File: src/rtl/core/sst_pkg.sv
package sst_pkg;

    // Fixed widths of the channel fields
    localparam int KEY_BITS   = 32;
    localparam int POS_BITS   = 6;
    localparam int TOTAL_BITS = 7;

    typedef enum logic [1:0] {
        ACT_INSERT   = 2'd0,
        ACT_ERASE    = 2'd1,
        ACT_CONTAINS = 2'd2,
        ACT_GET      = 2'd3
    } action_t;

    typedef enum logic [1:0] {
        ST_OK   = 2'd0,
        ST_MISS = 2'd1,
        ST_FULL = 2'd2
    } status_t;

    typedef enum logic {
        S_IDLE = 1'b0,
        S_UPD  = 1'b1
    } state_t;

    // Broadcast from the controller to every cell
    typedef struct packed {
        logic capture;
        logic shift_up;
        logic shift_down;
    } cell_ctl_t;

endpackage

File: src/rtl/core/sst_cell.sv
module sst_cell #(
    parameter int KW  = 32,
    parameter int IDX = 0
) (
    input  logic                          clk,
    input  logic                          rst_n,
    input  sst_pkg::cell_ctl_t            ctl,
    input  logic [KW-1:0]                 cmp_key,
    input  logic [sst_pkg::POS_BITS-1:0]  cmp_pos,
    input  logic [KW-1:0]                 ins_key,
    input  logic [KW-1:0]                 left_key,
    input  logic                          left_occ,
    input  logic                          left_lt,
    input  logic [KW-1:0]                 right_key,
    input  logic                          right_occ,
    output logic [KW-1:0]                 key,
    output logic                          occ,
    output logic                          lt,
    output logic                          eq,
    output logic                          sel
);

    // Only cells whose index fits the position field can be picked by get
    localparam bit REACH = IDX < (1 << sst_pkg::POS_BITS);
    localparam logic [sst_pkg::POS_BITS-1:0] MY_POS = sst_pkg::POS_BITS'(IDX);

    logic [KW-1:0] key_reg, key_next;
    logic          occ_reg, occ_next;
    logic          lt_reg, lt_next;
    logic          eq_reg, eq_next;
    logic          sel_reg, sel_next;

    always_comb
    begin
        key_next = key_reg;
        occ_next = occ_reg;
        // Cells at or after the sorted place move; on insert the first of them takes the new key
        if (ctl.shift_up && !lt_reg)
        begin
            if (left_lt)
            begin
                key_next = ins_key;
                occ_next = 1'b1;
            end
            else
            begin
                key_next = left_key;
                occ_next = left_occ;
            end
        end
        else if (ctl.shift_down && !lt_reg)
        begin
            key_next = right_key;
            occ_next = right_occ;
        end
    end

    always_comb
    begin
        lt_next  = lt_reg;
        eq_next  = eq_reg;
        sel_next = sel_reg;
        if (ctl.capture)
        begin
            lt_next  = occ_reg && (key_reg < cmp_key);
            eq_next  = occ_reg && (key_reg == cmp_key);
            sel_next = REACH && occ_reg && (cmp_pos == MY_POS);
        end
    end

    always_ff @(posedge clk or negedge rst_n)
    begin
        if (!rst_n)
        begin
            occ_reg <= 1'b0;
        end
        else
        begin
            occ_reg <= occ_next;
        end
    end

    always_ff @(posedge clk)
    begin
        key_reg <= key_next;
        lt_reg  <= lt_next;
        eq_reg  <= eq_next;
        sel_reg <= sel_next;
    end

    assign key = key_reg;
    assign occ = occ_reg;
    assign lt  = lt_reg;
    assign eq  = eq_reg;
    assign sel = sel_reg;

endmodule

File: config.mk
export PLATFORM = sky130hd
export DESIGN_NAME = sst_cell
export DESIGN_NICKNAME = d
export VERILOG_FILES = /design/src/rtl/core/sst_pkg.sv /design/src/rtl/core/sst_cell.sv
export SDC_FILE = /design/constraint.sdc
export NUM_CORES = 1
export LEC_CHECK = 0
export BUFFER_PORTS_ARGS = -buffer_cell sky130_fd_sc_hd__buf_2
export CORE_ASPECT_RATIO = 0.8
export CORE_UTILIZATION = 46
export CTS_CLUSTER_SIZE = 30
export DETAILED_ROUTE_END_ITERATION = 10
export GPL_ROUTABILITY_DRIVEN = 1
export HOLD_SLACK_MARGIN = 0.02
export PLACE_DENSITY = 0.87
export SLEW_MARGIN = 15
export SYNTH_ARGS = -nofsm -noshare
export SYNTH_HDL_FRONTEND = slang
export SYNTH_SLANG_ARGS = --single-unit
File: constraint.sdc
create_clock -name clk -period 5.85 [get_ports clk]
set_input_delay 1.17 -clock clk [delete_from_list [all_inputs] [get_ports clk]]
set_output_delay 1.17 -clock clk [all_outputs]
set_load 0.02 [all_outputs]
==> key figures <==
Global routing
  • Congestion Overflow GR: 0
  • Vias in the first global route: 2535
  • Total track usage: 24.8%
  • First-pass GRT wire length: 11.4 mm
  • Largest net degree at the start of global routing: 67
  • Initial antenna violation count: 0

Floorplan
  • Die Width: 86.7 um
  • Initial core utilization: 48.1%
  • Die Ht: 69.8 um
  • Die ar.: 6050 um2
  • Total core area: 5500 um2
  • FP Rows: 24
  • # IOs: 178

Worst setup path
  • Crit-path max FO: 2
  • CP Buf/Inv Count: 2
  • CP max stage cell: nor4_2
  • Critical path type: input pin to flop
  • Startpoint Class: input pin
  • Critical path arrival: 2.40 ns
  • Critical Path RT: 5.88 ns
  • Largest delay share family, worst path: simple AND/OR/NAND/NOR gates
  • Max stage delay on crit path: 0.34 ns
  • Element type at the critical path end: flop
  • CP Cell Sequence: buf_2 > inv_1 > ha_1 > nand4_2 > nor4_2 > o21ai_1 > o211ai_2 > a211oi_2

STA
  • Min Tclk post-route: 2.37 ns
  • Final Setup Violations: 0
  • Final Cycle Share: 40.5%
  • Setup TNS: 0 ns
  • Slew HR: 28.6%
  • Slew Viols, Final: 0
  • Worst setup margin: 3.48 ns
  • Final hold violations: 0
  • RSZ-0062 raised after global routing: false
  • Fmax: 0.422 GHz
  • Clock Skews: 0.00521 ns
  • Worst Tran Pin Value: 1.07 ns

Drt
  • Antenna-violating nets left: 0
  • Vias: 2612
  • Pre-Repair DR Iteration Count: 4
  • Drt drc: 0
  • WL/cell: 14.0 um
  • DR vias/cell: 5.03
  • 1st-iter DRT viols: 72
  • Detailed-route wire length: 7.28 mm

Clock network
  • CTS tree: done
  • Worst-path clk slew: 0.07 ns
  • CTS max path bufs: 2
  • Post-CTS Setup Repair Bufs: 0
  • Skew-Pair Late Insertion Delay: 0.28 ns
  • TritonCTS Buffers: 5
  • PostCTS Resize Cnt: 0
  • CTS root buffer: clkbuf_8
  • H-tree levels: 2
  • CTS Hold Buffers Added: 0
  • Clk sinks: 36

Placed design
  • Port Buffer Count: 177
  • Final GP Congestion: 0.922
  • Final HPWL DP: 6.02 mm
  • Pre-CTS setup slack: 3.17 ns

Power
  • Static leakage: 0.00197 uW
  • Power consumption: 811 uW
  • Pwr per Cell Area: 222 nW/um2
  • VDD IR-drop max: 0.143 mV

Yosys
  • Syn avg cell area: 9.90 um2
  • Post-synth EDFFs: 35
  • Post-Syn Instances: 267
  • Mapped Nets: 441
  • Most common cell in the netlist: nand2_1
  • Ranking of synthesized cells by area: edfxtp_1, ha_1, mux2i_1
  • Ys async rst share: 2.78%
  • Post-synth cell types: 31
  • Ys Warns: 0
  • Top-area cell type share of the netlist area: 39.8%
  • Netlist area before placement: 2640 um2
  • Synth Flop Type: edfxtp_1
  • Biggest area consumer among synthesized cells: edfxtp_1
  • #FFs+latches synth: 36
  • Commonest cells post-synth: nand2_1, edfxtp_1, inv_1
  • Sequential area share after synthesis: 40.7%

Layout
  • Share of layout cells above drive strength 1: 43.8%
  • Nets: 614
  • Fill cells: 452
  • Max reg flops: 32
  • Diode count: 0
  • Area delta synth->final: 38.4%

Job
  • # Max-Cap Violations: 0

Worst hold path
  • Worst hold path class: flop to flop

Outcome
  • Status: finished clean
area by class of cell:
class                   instances  area (um2)  share of cell area [%]
repair buffers                177         886                    24.2
clock buffers                   7        76.3                    2.09
well taps                      78        97.6                    2.67
multi-input cells             187        1390                    38.1
flip-flops and latches         36        1080                    29.4
clock inverters                 1        5.00                   0.137
inverters                      33         124                    3.39
worst reg2reg max path, stage by stage, from the launching register on:
cell	delay [ns]
edfxtp_1	0.45
nand2b_2	0.72
nand2_1	0.29
o21ai_0	0.14
final timing paths:
path	start	to	slack [ns]	cells after the start
worst max-delay path	cmp_key[14]	lt	3.48	8
worst min-delay path	occ	occ	0.64	2
worst max register to register	lt	key[8]	3.94	3
worst min register to register	occ	occ	0.64	2
max in group asynchronous	rst_n	occ	5.11	1
min in group asynchronous	rst_n	occ	0.65	1
metrics by stage:
stage / cell area [um2] / cells / hold WS (ns) / util (%)
5_1_grt: 3660 / 519 / 0.644 / 66.6
3_5_place_dp: 3580 / 511 / 0.626 / 65.1
6_report: 3660 / 519 / 0.644 / 66.6
3_3_place_gp: 3580 / 511 / 0.626 / 65.1
4_1_cts: 3660 / 519 / 0.639 / 66.6
2_1_floorplan: 2640 / 267 / 0.647 / -
cell usage in the layout (no fill, tap or decap), types with 2 or more instances in the layout:
cell type | synthesis | layout
nor2_1 | 4 | 3
nor4_2 | 3 | 3
nand4_2 | 2 | 2
nand2b_1 | 3 | 2
clkbuf_1 | 2 | 2
o21ai_1 | 16 | 16
mux2i_1 | 32 | 32
a21o_1 | 3 | 3
nor4_1 | 2 | 2
inv_1 | 33 | 33
nand4_1 | 4 | 4
a21oi_1 | 12 | 12
clkbuf_8 | 0 | 5
edfxtp_1 | 35 | 35
ha_1 | 32 | 32
buf_2 | 6 | 177
nand2_1 | 41 | 41
o21a_1 | 2 | 2
o21ai_0 | 20 | 20
power by group:
group	switching, uW	total [uW]	internal, uW
logic	166	286	120
registers	23.4	355	331
clock network	86.0	170	83.6
total	276	811	535
cell families after synthesis:
kind of cell | after synthesis | share of synthesized area (%)
multiplexers | 32 | 12.1
flip-flops | 36 | 40.7
AO/OA/AOI/OAI | 59 | 12.8
buffers and inverters | 44 | 6.96
adder cells (fa/ha/maj) | 32 | 15.2
AND/OR/NAND/NOR | 64 | 12.2
metal layers:
metal	GRT usage [%]	wire length, um	vias up
met5	0	0	-
met1	29.2	3100	1201
met3	3.57	317	14
met2	45.5	3720	95
li1	-	-	1302
met4	8.33	142	0
Power figures use the tool's default switching activity.
